`src/mct_pkg.sv`:
```
// shared types, constants and helper functions of the mip chain layout unit
package mct_pkg;

    localparam int MAX_LEVELS_DEF  = 8;
    localparam int DIM_LOG_DEF     = 10;
    localparam int QUEUE_DEPTH_DEF = 2;

    localparam int W_DIM   = 11;
    localparam int W_FMT   = 3;
    localparam int W_LVL   = 4;
    localparam int W_ADDR  = 23;
    localparam int W_PITCH = 13;
    localparam int W_PROD  = W_PITCH + W_DIM;
    localparam int W_SUM   = W_PROD + 1;
    localparam int W_MASK  = 4;
    localparam int W_CNT   = 5;
    localparam int W_LIM   = 16;
    localparam int W_CFG   = 16;
    localparam int W_CIDX  = 2;

    localparam logic [W_ADDR-1:0]  ADDR_MAX       = 23'h7FFFFF;
    localparam logic [W_PITCH-1:0] PITCH_MIN      = 13'd8;
    localparam logic [W_LIM-1:0]   TMEM_LIMIT_RST = 16'h1000;

    typedef enum logic [1:0] {
        ST_BUILD  = 2'd0,
        ST_DONE   = 2'd1,
        ST_BROKEN = 2'd2
    } t_status;

    typedef enum logic [W_CIDX-1:0] {
        CFG_MIPMAP = 2'd0,
        CFG_WRAP_S = 2'd1,
        CFG_WRAP_T = 2'd2,
        CFG_LIMIT  = 2'd3
    } t_cfg_idx;

    typedef enum logic [W_FMT-1:0] {
        FMT_RGB5A1 = 3'd0,
        FMT_RGBA8  = 3'd1,
        FMT_LA44   = 3'd2,
        FMT_LA88   = 3'd3,
        FMT_LUM8   = 3'd4,
        FMT_INT8   = 3'd5
    } t_format;

    typedef struct packed {
        logic                accept;
        logic                base;
        logic [W_LVL-1:0]    level;
        logic [W_PITCH-1:0]  pitch;
        logic [W_PROD-1:0]   product;
        logic [W_MASK-1:0]   mask_s;
        logic [W_MASK-1:0]   mask_t;
        logic [W_MASK-1:0]   shift_s;
        logic [W_MASK-1:0]   shift_t;
        t_status             status;
        logic [W_CNT-1:0]    count;
    } t_desc;

    // log2 of bytes per texel
    function automatic logic [1:0] texel_shift(input logic [W_FMT-1:0] fmt);
        logic [1:0] sh;
        case (fmt)
            FMT_RGBA8:            sh = 2'd2;
            FMT_RGB5A1, FMT_LA88: sh = 2'd1;
            default:              sh = 2'd0;
        endcase
        return sh;
    endfunction

    function automatic logic [W_MASK-1:0] log2_floor(input logic [W_DIM-1:0] v);
        logic [W_MASK-1:0] r;
        r = '0;
        for (int i = 1; i < W_DIM; i++) begin
            if (v[i]) begin
                r = W_MASK'(i);
            end
        end
        return r;
    endfunction

endpackage

```
`src/mct_front.sv`:
```
// front stage: chain check, level bookkeeping and tile descriptor fields
module mct_front #(
    parameter int MAX_LEVELS = mct_pkg::MAX_LEVELS_DEF,
    parameter int DIM_LOG    = mct_pkg::DIM_LOG_DEF
) (
    input  logic                         i_clk,
    input  logic                         i_rst_n,
    input  logic                         i_take,
    input  logic [mct_pkg::W_DIM-1:0]    i_width,
    input  logic [mct_pkg::W_DIM-1:0]    i_height,
    input  logic [mct_pkg::W_FMT-1:0]    i_format,
    input  logic                         i_base,
    input  logic                         i_mipmap,
    input  logic                         i_wrap_s,
    input  logic                         i_wrap_t,
    output mct_pkg::t_desc               o_desc
);

    localparam logic [12:0] DIM_MAX = 13'(1) << DIM_LOG;
    localparam logic [4:0]  MAX_LV  = 5'(MAX_LEVELS);

    logic [mct_pkg::W_DIM-1:0]  r_ew, n_ew;
    logic [mct_pkg::W_DIM-1:0]  r_eh, n_eh;
    logic [mct_pkg::W_FMT-1:0]  r_fmt, n_fmt;
    logic [mct_pkg::W_LVL-1:0]  r_li, n_li;
    logic [mct_pkg::W_MASK-1:0] r_bwl, n_bwl;
    logic [mct_pkg::W_MASK-1:0] r_bhl, n_bhl;
    mct_pkg::t_status           r_st, n_st;

    logic [mct_pkg::W_LVL-1:0]   cur_li;
    logic                        accept;
    logic [mct_pkg::W_PITCH-1:0] pitch_raw;
    logic [mct_pkg::W_PITCH-1:0] pitch;
    logic [mct_pkg::W_MASK-1:0]  wl;
    logic [mct_pkg::W_MASK-1:0]  hl;

    always_comb begin
        n_ew   = r_ew;
        n_eh   = r_eh;
        n_fmt  = r_fmt;
        n_bwl  = r_bwl;
        n_bhl  = r_bhl;
        n_st   = r_st;
        cur_li = r_li;
        accept = 1'b0;

        if (i_base) begin
            cur_li = '0;
            if (i_width == '0 || i_height == '0 || {2'b00, i_width} > DIM_MAX
                || {2'b00, i_height} > DIM_MAX || i_format > mct_pkg::FMT_INT8) begin
                n_st = mct_pkg::ST_BROKEN;
            end else begin
                n_st  = mct_pkg::ST_BUILD;
                n_ew  = i_width;
                n_eh  = i_height;
                n_fmt = i_format;
                n_bwl = mct_pkg::log2_floor(i_width);
                n_bhl = mct_pkg::log2_floor(i_height);
            end
        end

        if (n_st == mct_pkg::ST_BUILD) begin
            if (i_width != n_ew || i_height != n_eh || i_format != n_fmt
                || {1'b0, cur_li} >= MAX_LV) begin
                n_st = mct_pkg::ST_BROKEN;
            end else if (!i_mipmap || (i_width == 11'd1 && i_height == 11'd1)) begin
                accept = 1'b1;
                n_st   = mct_pkg::ST_DONE;
            end else if ((i_width > 11'd1 && i_width[0]) || (i_height > 11'd1 && i_height[0])
                         || ({1'b0, cur_li} + 5'd1) >= MAX_LV) begin
                n_st = mct_pkg::ST_BROKEN;
            end else begin
                accept = 1'b1;
                if (i_width > 11'd1) begin
                    n_ew = i_width >> 1;
                end
                if (i_height > 11'd1) begin
                    n_eh = i_height >> 1;
                end
            end
        end

        n_li = accept ? cur_li + 4'd1 : cur_li;
    end

    assign pitch_raw = {2'b00, i_width} << mct_pkg::texel_shift(i_format);
    assign pitch     = (pitch_raw < mct_pkg::PITCH_MIN) ? mct_pkg::PITCH_MIN : pitch_raw;
    assign wl        = (n_bwl > cur_li) ? n_bwl - cur_li : '0;
    assign hl        = (n_bhl > cur_li) ? n_bhl - cur_li : '0;

    always_comb begin
        o_desc         = '0;
        o_desc.accept  = accept;
        o_desc.base    = i_base;
        o_desc.status  = n_st;
        o_desc.count   = (n_st == mct_pkg::ST_DONE) ? {1'b0, n_li} : '0;
        if (accept) begin
            o_desc.level   = cur_li;
            o_desc.pitch   = pitch;
            o_desc.product = {11'b0, pitch} * {13'b0, i_height};
            o_desc.mask_s  = i_wrap_s ? wl : '0;
            o_desc.mask_t  = i_wrap_t ? hl : '0;
            o_desc.shift_s = n_bwl - wl;
            o_desc.shift_t = n_bhl - hl;
        end
    end

    always_ff @(posedge i_clk) begin
        if (!i_rst_n) begin
            r_ew  <= '0;
            r_eh  <= '0;
            r_fmt <= '0;
            r_li  <= '0;
            r_bwl <= '0;
            r_bhl <= '0;
            r_st  <= mct_pkg::ST_BROKEN;
        end else if (i_take) begin
            r_ew  <= n_ew;
            r_eh  <= n_eh;
            r_fmt <= n_fmt;
            r_li  <= n_li;
            r_bwl <= n_bwl;
            r_bhl <= n_bhl;
            r_st  <= n_st;
        end
    end

endmodule

```
`src/mct_queue.sv`:
```
// short descriptor queue between front and back
module mct_queue #(
    parameter int DEPTH = mct_pkg::QUEUE_DEPTH_DEF
) (
    input  logic           i_clk,
    input  logic           i_rst_n,
    input  logic           i_push,
    input  mct_pkg::t_desc i_data,
    output logic           o_full,
    output logic           o_valid,
    input  logic           i_pop,
    output mct_pkg::t_desc o_data
);

    localparam int PW = (DEPTH > 1) ? $clog2(DEPTH) : 1;
    localparam int CW = $clog2(DEPTH + 1);

    mct_pkg::t_desc r_mem [DEPTH];
    logic [PW-1:0]  r_wr_ptr;
    logic [PW-1:0]  r_rd_ptr;
    logic [CW-1:0]  r_count;
    logic           do_push;
    logic           do_pop;

    assign o_full  = (r_count == CW'(DEPTH));
    assign o_valid = (r_count != '0);
    assign o_data  = r_mem[r_rd_ptr];
    assign do_push = i_push && !o_full;
    assign do_pop  = i_pop && o_valid;

    always_ff @(posedge i_clk) begin
        if (do_push) begin
            r_mem[r_wr_ptr] <= i_data;
        end
    end

    always_ff @(posedge i_clk) begin
        if (!i_rst_n) begin
            r_wr_ptr <= '0;
            r_rd_ptr <= '0;
            r_count  <= '0;
        end else begin
            if (do_push) begin
                r_wr_ptr <= (r_wr_ptr == PW'(DEPTH - 1)) ? '0 : r_wr_ptr + PW'(1);
            end
            if (do_pop) begin
                r_rd_ptr <= (r_rd_ptr == PW'(DEPTH - 1)) ? '0 : r_rd_ptr + PW'(1);
            end
            if (do_push && !do_pop) begin
                r_count <= r_count + CW'(1);
            end else if (do_pop && !do_push) begin
                r_count <= r_count - CW'(1);
            end
        end
    end

endmodule

```
`src/mct_back.sv`:
```
// back stage: texture memory address accumulation and result register
module mct_back (
    input  logic                          i_clk,
    input  logic                          i_rst_n,
    input  logic                          i_q_valid,
    input  mct_pkg::t_desc                i_desc,
    output logic                          o_q_pop,
    input  logic                          i_pop,
    input  logic [mct_pkg::W_LIM-1:0]     i_tmem_limit,
    output logic                          o_empty,
    output mct_pkg::t_desc                o_desc,
    output logic [mct_pkg::W_ADDR-1:0]    o_address,
    output logic                          o_fits
);

    logic                         r_out_valid;
    mct_pkg::t_desc               r_desc;
    logic [mct_pkg::W_ADDR-1:0]   r_addr;
    logic [mct_pkg::W_ADDR-1:0]   r_used;
    logic [mct_pkg::W_ADDR-1:0]   n_used;
    logic [mct_pkg::W_ADDR-1:0]   base_addr;
    logic [mct_pkg::W_SUM:0]      sum;
    logic [mct_pkg::W_SUM:0]      rounded;
    logic                         advance;

    assign advance   = i_q_valid && (!r_out_valid || i_pop);
    assign o_q_pop   = advance;
    assign base_addr = i_desc.base ? '0 : r_used;
    assign sum       = {3'b000, base_addr} + {2'b00, i_desc.product} + 26'd7;
    assign rounded   = {sum[mct_pkg::W_SUM:3], 3'b000};

    always_comb begin
        n_used = base_addr;
        if (i_desc.accept) begin
            n_used = (rounded > {3'b000, mct_pkg::ADDR_MAX}) ? mct_pkg::ADDR_MAX
                                                          : rounded[mct_pkg::W_ADDR-1:0];
        end
    end

    always_ff @(posedge i_clk) begin
        if (!i_rst_n) begin
            r_out_valid <= 1'b0;
            r_used      <= '0;
        end else if (advance) begin
            r_out_valid <= 1'b1;
            r_used      <= n_used;
        end else if (i_pop) begin
            r_out_valid <= 1'b0;
        end
    end

    always_ff @(posedge i_clk) begin
        if (advance) begin
            r_desc <= i_desc;
            r_addr <= i_desc.accept ? base_addr : '0;
        end
    end

    assign o_empty   = !r_out_valid;
    assign o_desc    = r_desc;
    assign o_address = r_addr;
    assign o_fits    = (r_used <= {7'b0, i_tmem_limit});

endmodule

```
`src/mipmap_chain_tmem_layout_unit.sv`:
```
// top level of the mip chain checker and texture memory layout unit
//
// input channel: one mip level per beat (width, height, format, base flag),
// taken at a clock edge with push high and full low. a beat with the base
// flag set starts a new chain and restarts the memory layout at address 0.
// result channel: one descriptor per input beat, in order, shown while empty
// is low and taken at a clock edge with pop high.
// config port: i_cfg_we writes register i_cfg_idx (0 mipmapping, 1 wrap s,
// 2 wrap t, 3 memory limit) in the same edge; write only while idle.
// a taken beat is held in the queue, then in the back stage result register, where it is visible.
// throughput: one beat per cycle while full is low; the chain check in the
// front stage and the address add in the back stage are combinational.
// a two-entry queue sits between front and back; when pop is held low the
// result register holds, the queue fills and full rises once it holds two beats.
// reset clears the chain state to broken, the layout to address 0, empties
// the queue and restores the register defaults.
module mipmap_chain_tmem_layout_unit #(
    parameter int MAX_LEVELS  = mct_pkg::MAX_LEVELS_DEF,
    parameter int DIM_LOG     = mct_pkg::DIM_LOG_DEF,
    parameter int QUEUE_DEPTH = mct_pkg::QUEUE_DEPTH_DEF
) (
    input  logic                          i_clk,
    input  logic                          i_rst_n,
    input  logic                          push,
    output logic                          full,
    input  logic [mct_pkg::W_DIM-1:0]     i_level_width,
    input  logic [mct_pkg::W_DIM-1:0]     i_level_height,
    input  logic [mct_pkg::W_FMT-1:0]     i_pixel_format,
    input  logic                          i_base_level,
    output logic                          empty,
    input  logic                          pop,
    output logic                          o_tile_valid,
    output logic [mct_pkg::W_LVL-1:0]     o_tile_level,
    output logic [mct_pkg::W_ADDR-1:0]    o_tmem_address,
    output logic [mct_pkg::W_PITCH-1:0]   o_tmem_pitch,
    output logic [mct_pkg::W_MASK-1:0]    o_mask_s,
    output logic [mct_pkg::W_MASK-1:0]    o_mask_t,
    output logic [mct_pkg::W_MASK-1:0]    o_shift_s,
    output logic [mct_pkg::W_MASK-1:0]    o_shift_t,
    output logic [1:0]                    o_chain_status,
    output logic [mct_pkg::W_CNT-1:0]     o_level_count,
    output logic                          o_fits_tmem,
    input  logic                          i_cfg_we,
    input  logic [mct_pkg::W_CIDX-1:0]    i_cfg_idx,
    input  logic [mct_pkg::W_CFG-1:0]     i_cfg_data
);

    logic                      r_mipmap;
    logic                      r_wrap_s;
    logic                      r_wrap_t;
    logic [mct_pkg::W_LIM-1:0] r_limit;

    logic           take;
    mct_pkg::t_desc front_desc;
    mct_pkg::t_desc q_desc;
    mct_pkg::t_desc out_desc;
    logic           q_valid;
    logic           q_pop;

    always_ff @(posedge i_clk) begin
        if (!i_rst_n) begin
            r_mipmap <= 1'b1;
            r_wrap_s <= 1'b1;
            r_wrap_t <= 1'b1;
            r_limit  <= mct_pkg::TMEM_LIMIT_RST;
        end else if (i_cfg_we) begin
            case (i_cfg_idx)
                mct_pkg::CFG_MIPMAP: r_mipmap <= i_cfg_data[0];
                mct_pkg::CFG_WRAP_S: r_wrap_s <= i_cfg_data[0];
                mct_pkg::CFG_WRAP_T: r_wrap_t <= i_cfg_data[0];
                mct_pkg::CFG_LIMIT:  r_limit  <= i_cfg_data[mct_pkg::W_LIM-1:0];
                default: ;
            endcase
        end
    end

    assign take = push && !full;

    mct_front #(
        .MAX_LEVELS (MAX_LEVELS),
        .DIM_LOG    (DIM_LOG)
    ) u_front (
        .i_clk    (i_clk),
        .i_rst_n  (i_rst_n),
        .i_take   (take),
        .i_width  (i_level_width),
        .i_height (i_level_height),
        .i_format (i_pixel_format),
        .i_base   (i_base_level),
        .i_mipmap (r_mipmap),
        .i_wrap_s (r_wrap_s),
        .i_wrap_t (r_wrap_t),
        .o_desc   (front_desc)
    );

    mct_queue #(
        .DEPTH (QUEUE_DEPTH)
    ) u_queue (
        .i_clk   (i_clk),
        .i_rst_n (i_rst_n),
        .i_push  (push),
        .i_data  (front_desc),
        .o_full  (full),
        .o_valid (q_valid),
        .i_pop   (q_pop),
        .o_data  (q_desc)
    );

    mct_back u_back (
        .i_clk        (i_clk),
        .i_rst_n      (i_rst_n),
        .i_q_valid    (q_valid),
        .i_desc       (q_desc),
        .o_q_pop      (q_pop),
        .i_pop        (pop),
        .i_tmem_limit (r_limit),
        .o_empty      (empty),
        .o_desc       (out_desc),
        .o_address    (o_tmem_address),
        .o_fits       (o_fits_tmem)
    );

    assign o_tile_valid   = out_desc.accept;
    assign o_tile_level   = out_desc.level;
    assign o_tmem_pitch   = out_desc.pitch;
    assign o_mask_s       = out_desc.mask_s;
    assign o_mask_t       = out_desc.mask_t;
    assign o_shift_s      = out_desc.shift_s;
    assign o_shift_t      = out_desc.shift_t;
    assign o_chain_status = out_desc.status;
    assign o_level_count  = out_desc.count;

endmodule

```
`config.mk`:
```
export PLATFORM = sky130hd
export DESIGN_NAME = mipmap_chain_tmem_layout_unit
export DESIGN_NICKNAME = d
export VERILOG_FILES = /design/src/mct_pkg.sv /design/src/mct_front.sv /design/src/mct_queue.sv /design/src/mct_back.sv /design/src/mipmap_chain_tmem_layout_unit.sv
export SDC_FILE = /design/constraint.sdc
export NUM_CORES = 1
export LEC_CHECK = 0
export BUFFER_PORTS_ARGS = -buffer_cell sky130_fd_sc_hd__buf_4
export CORE_MARGIN = 4
export CORE_UTILIZATION = 50
export DETAILED_ROUTE_END_ITERATION = 8
export PLACE_DENSITY = 0.72
export SETUP_SLACK_MARGIN = 0.05
export SYNTH_ARGS = -nofsm -noshare
export SYNTH_HDL_FRONTEND = slang
export SYNTH_HIERARCHICAL = 1
export SYNTH_SLANG_ARGS = --single-unit
```
`constraint.sdc`:
```
create_clock -name i_clk -period 19.5 [get_ports i_clk]
set_clock_uncertainty 0.1 [all_clocks]
set_input_delay 0.975 -clock i_clk [delete_from_list [all_inputs] [get_ports i_clk]]
set_output_delay 0.975 -clock i_clk [all_outputs]
set_load 0.02 [all_outputs]
```
* Word-level counts from Yosys, hierarchy flattened *
Memories as Yosys holds them, arrays and structs flattened. A register that Yosys moved wholly into a read port is not among the register bits.
Index checks and enable logic that the tools add are counted.

storage, ports and cells
  word-level logic and storage cells = 175
  output and inout port bits = 67
  ROM bits = 0
  memories = 1
  register bits = 150
  latch bits = 0
  RAM bits = 130
  input bits = 49

operators by class
  $lt $le $gt $ge = 12
  add/sub/neg operators = 12
  divide/modulo/power cells = 0
  multiplexer cells = 73
  bitwise operators = 0
  equality and inequality tests = 12
  multiply operators = 1
  shift operators = 1
  reduce and logical (&&, ||, !) cells = 37

memory list
  name           depth  bits a word  read ports  clocked after Yosys merged registers in  wr ports  line             text
  u_queue.r_mem  2      65           1           1                                        1         mct_queue.sv:18  mct_pkg::t_desc r_mem [DEPTH];

operators by type and width
  kind                                                  count
  two-way mux 11 bit                                    14
  two-way mux 23 bit                                    3
  two-way mux 4 bit                                     17
  two-way mux 57 bit                                    1
  two-way mux 3 bit                                     10
  adder 26 x 3 -> 26 bit, second input constant         1
  > comparator 26 x 23 -> 1 bit, second input constant  1
  adder 23 x 24 -> 25 bit                               1
  multiplier 13 x 11 -> 24 bit                          1
  two-way mux 2 bit                                     12
  <= comparator 23 x 16 -> 1 bit                        1
  equality test 11 x 1 -> 1 bit, second input constant  2
  > comparator 11 x 1 -> 1 bit, second input constant   2
  > comparator 11 bit, second input constant            2
  zero test 11 bit                                      2
  != test 11 bit                                        2
  subtractor 4 bit                                      4
  two-way mux 1 bit                                     14
  < comparator 13 x 4 -> 1 bit, second input constant   1
  two-way mux 13 bit                                    1
  left shift 11 x 2 -> 13 bit                           1
  logical OR 1 bit                                      11
  > comparator 4 bit                                    2
  logical AND 1 bit                                     8
  20 further kinds                                      34

* Depth between registers and ports, before layout *
  depth after elaboration = 16
  gate-level depth with buffers = 30

* Hierarchy *
Netlist, hierarchy kept.

modules (own cells, without submodules)
  module                         cells each  sequential area each (um^2)  area an instance (um^2)  times used
  mct_front                      1085        780.7                        8568.2                   1
  mct_back                       521         3153.0                       5866.9                   1
  mct_queue                      230         4063.9                       5006.1                   1
  mipmap_chain_tmem_layout_unit  85          380.4                        800.8                    1

* Worst setup path after synthesis *
No wires, ideal clock.

  path type = input to register
  start = in i_pixel_format[0] (netlist name)
  end = mem u_queue/r_mem[0][44] (netlist name) (data pin)
  required time = 19.130 ns
  cell stages on the path = 27
  setup slack = 11.318 ns
  path buffers = 2
  arrival = 7.812 ns
  setup time = 0.270 ns
  path through = clkbuf_1 > xor2_1 > nor2_2 > mux2i_1 > a21oi_1 > nor4_1 > nand3_1 > and3_1 > clkbuf_1 > nand2_1 > fa_1 > fa_1 > inv_1 > fa_1 > fa_1 > inv_1 > fa_1 > inv_1 > ha_1 > a2111oi_0 > o21ai_0 > a31oi_1 > o21ai_0 > o41a_1 > o41ai_1 > xor2_1 > nor2_1

between the ends
  longest elaborated chain between the ends = 11

ends and longest elaborated chain
  element                                                                                line                                 text
  start, declared                                                                        mipmap_chain_tmem_layout_unit.sv:28  input logic [mct_pkg::W_FMT-1:0] i_pixel_format,
  parallel branches: the longest is 10 deep, another holds multiplier 13 x 11 -> 24 bit  --
  two-way mux 57 bit (*)                                                                 mct_front.sv:97                      if (accept) begin
  end, declared                                                                          mct_queue.sv:18

Mark *: on every way between the ends.

* Worst setup path in the final report *
Ends and elaborated chain as after synthesis.

==> results by group <==
Run status
  • Status: finished clean

Clock tree
  • H-tree lvl count: 1
  • Clock slew at reported path FFs: 60 ps
  • Root Buffer Master: clkbuf_16
  • Post-CTS resize count: 0
  • Cts bufs inserted: 30
  • CTS tree: yes
  • Max clock buf depth: 3
  • CTS Hold Bufs: 0
  • Worst skew pair latency: 560 ps
  • Sink Count: 283
  • Setup repair bufs after CTS: 0

Drt
  • Post-route ant nets: 0
  • Drt initial violations: 1,018
  • Final wirelength: 44,970 um
  • Total number of vias: 13,968
  • Drc violations: 0
  • Via density: 5.598
  • TritonRoute pass-1 iters: 5
  • Drt wl/cell: 18.02 um

STA
  • Final period utilization: 46.60%
  • Fin crit period: 9086 ps
  • Final hold violations: 0
  • Setup violations, final: 0
  • Fin Setup TNS: 0 ps
  • Slew headroom: 25.64%
  • Final WS setup: 10,410 ps
  • F_max: 0.1101 GHz
  • Unrepaired setup endpoints after global routing: no
  • Tightest Pin Transition: 1115 ps
  • Final Max Slew Viols: 0

Die
  • Die Ht: 205.4 um
  • Row Count: 72
  • Die width: 205.4 um
  • # IOs: 116
  • Core Region: 0.03856 mm2
  • Initial core utilization: 50.55%
  • Die ar.: 0.04221 mm2

Pwr
  • Seq pwr share: 28.9%
  • Combinational share of power: 52.6%
  • Cell Pwr Density: 137.6 mW/mm2
  • P_sw: 0.001223 W
  • Lkg Pwr: 9.236 nW
  • Power share of the clock group: 18.5%
  • VDD IR max: 0.1024 mV
  • Cell-internal power: 0.001745 W
  • Sw Share: 41.19%

Critical path
  • Crit path kind: input port to flip-flop
  • CP Capture Type: flip-flop
  • CP arrival: 9280 ps
  • Critical Path RT: 19,690 ps
  • Worst reg-to-reg setup slack: 14,650 ps
  • Crit start category: input port
  • Peak fanout along the critical path: 13

Finish
  • Fraction of layout cells with a size suffix above 1: 11.89%
  • # fillers: 3,369
  • Final antenna diode count: 0
  • Layout area overhead: 10.64%
  • Nets: 2,242

Placement
  • Dpl ws: 9893 ps
  • DPL Wire Length: 32,900 um
  • Port buffer count: 115
  • Gp weighted congestion: 0.9264

Flow run
  • Max Cap Viol: 0

Synthesis
  • Mapped Area: 0.01949 mm2
  • Ys Warns: 6
  • Syn_area_per_cell: 10.28 um2
  • Post-Syn Instances: 1,896

GRT
  • Largest net degree at the start of global routing: 68
  • Initial antenna violation count: 0
  • Vias in the first global route: 13,710
  • First-pass GRT wire length: 72,210 um
  • GRT Total Usage: 21.08%
  • Global route overflow: 0

Min path
  • Worst hold path type: flip-flop to flip-flop
stage by stage:
| stage | util [%] | total power, W | cell area, um2 | std cells | hold WS [ps] |
|---|---|---|---|---|---|
| 4_1_cts | 55.93 | 0.002985 | 21560 | 2495 | 364.0 |
| 3_5_place_dp | 53.42 | 0.002419 | 20600 | 2439 | 351.5 |
| 2_1_floorplan | - | 0.002014 | 19490 | 1897 | 334.7 |
| 5_1_grt | 55.93 | 0.003212 | 21560 | 2495 | 383.7 |
| 3_3_place_gp | 53.42 | 0.002384 | 20600 | 2439 | 345.4 |
| 6_report | 55.93 | 0.002968 | 21560 | 2495 | 363.0 |
metal layers:
| layer | part of all wire [%] | vias to the layer above | GRT usage, % | wire length [um] |
|---|---|---|---|---|
| li1 | - | 6615 | - | - |
| met1 | 45 | 6754 | 30.12 | 20100 |
| met2 | 46 | 520 | 33.77 | 20640 |
| met3 | 7.0 | 79 | 3.404 | 3137 |
| met4 | 2.4 | 0 | 5.455 | 1086 |
| met5 | 0 | - | 0 | 0 |
cells in the final DEF (no fill, tap or decap), types with 17 or more instances in the layout:
cell / n
nor3_1: 34
nand2_1: 189
nand3_1: 29
mux2_1: 40
and2_1: 104
and3_1: 17
inv_1: 191
o21ai_0: 52
fa_1: 102
clkbuf_16: 34
nor2b_1: 43
nor2_1: 114
mux2i_1: 43
ha_1: 138
nand2b_1: 24
xnor2_1: 48
a31oi_1: 17
a21oi_1: 68
dfxtp_1: 86
edfxtp_1: 196
buf_4: 127
xor2_1: 23
mux2_2: 30
power groups by stage:
stage          combinational [W]  clock (W)  sequential (W)
4_1_cts                  0.00156   0.000563        0.000860
3_3_place_gp             0.00152          0        0.000866
2_1_floorplan            0.00108          0        0.000935
3_5_place_dp             0.00155          0        0.000872
5_1_grt                  0.00175   0.000589        0.000869
6_report                 0.00156   0.000549        0.000859
sequential cells by signal, summed over array words and instances (netlist names), 2 cells and up, named ones only:
| register | count |
|---|---|
| u_queue/r_count | 2 |
| u_front/r_fmt | 3 |
| u_front/r_st | 2 |
| u_back/o_desc | 41 |
| u_back/o_address | 23 |
| u_front/r_bwl | 4 |
| u_queue/r_mem | 132 |
| u_front/r_eh | 11 |
| u_front/r_ew | 11 |
| u_front/r_li | 4 |
| u_front/r_bhl | 4 |
| r_limit | 16 |
| u_back/r_used | 23 |
worst max-delay path, stage by stage:
cell	delay [ps]
buf_4	140
xor2_1	180
nor2_2	440
mux2i_1	170
a21oi_1	840
nor3_1	180
a31oi_1	840
nor2_1	150
fa_1	570
inv_1	50
fa_1	470
inv_1	60
fa_1	520
fa_1	550
inv_1	60
fa_1	520
inv_1	40
ha_1	360
a2111oi_0	420
o21ai_0	260
a31oi_1	290
o21ai_0	190
o41a_1	420
o41ai_1	320
xor2_1	180
nor2_1	70
layout make-up:
class	count	area (um2)	share of cell area [%]
sequential	283	7629	35.38
inverter	194	728.2	3.377
clock inverter	15	78.83	0.3655
multi-input combinational	1317	10640	49.34
tap	518	648.1	3.006
timing repair buffer	127	953.4	4.421
clock buffer	41	887.1	4.114
final timing paths:
kind	start	depth (start not counted)	to
max	i_pixel_format[0]	26	u_queue/r_mem[0][44]$_DFFE_PP_
min	r_limit[2]$_SDFFE_PN0P_	2	r_limit[2]$_SDFFE_PN0P_
max reg2reg	flip-flop	13	u_back/r_used[4]$_SDFFE_PN0P_
min reg2reg	r_limit[2]$_SDFFE_PN0P_	2	r_limit[2]$_SDFFE_PN0P_
(Power assumes the default switching activity.)
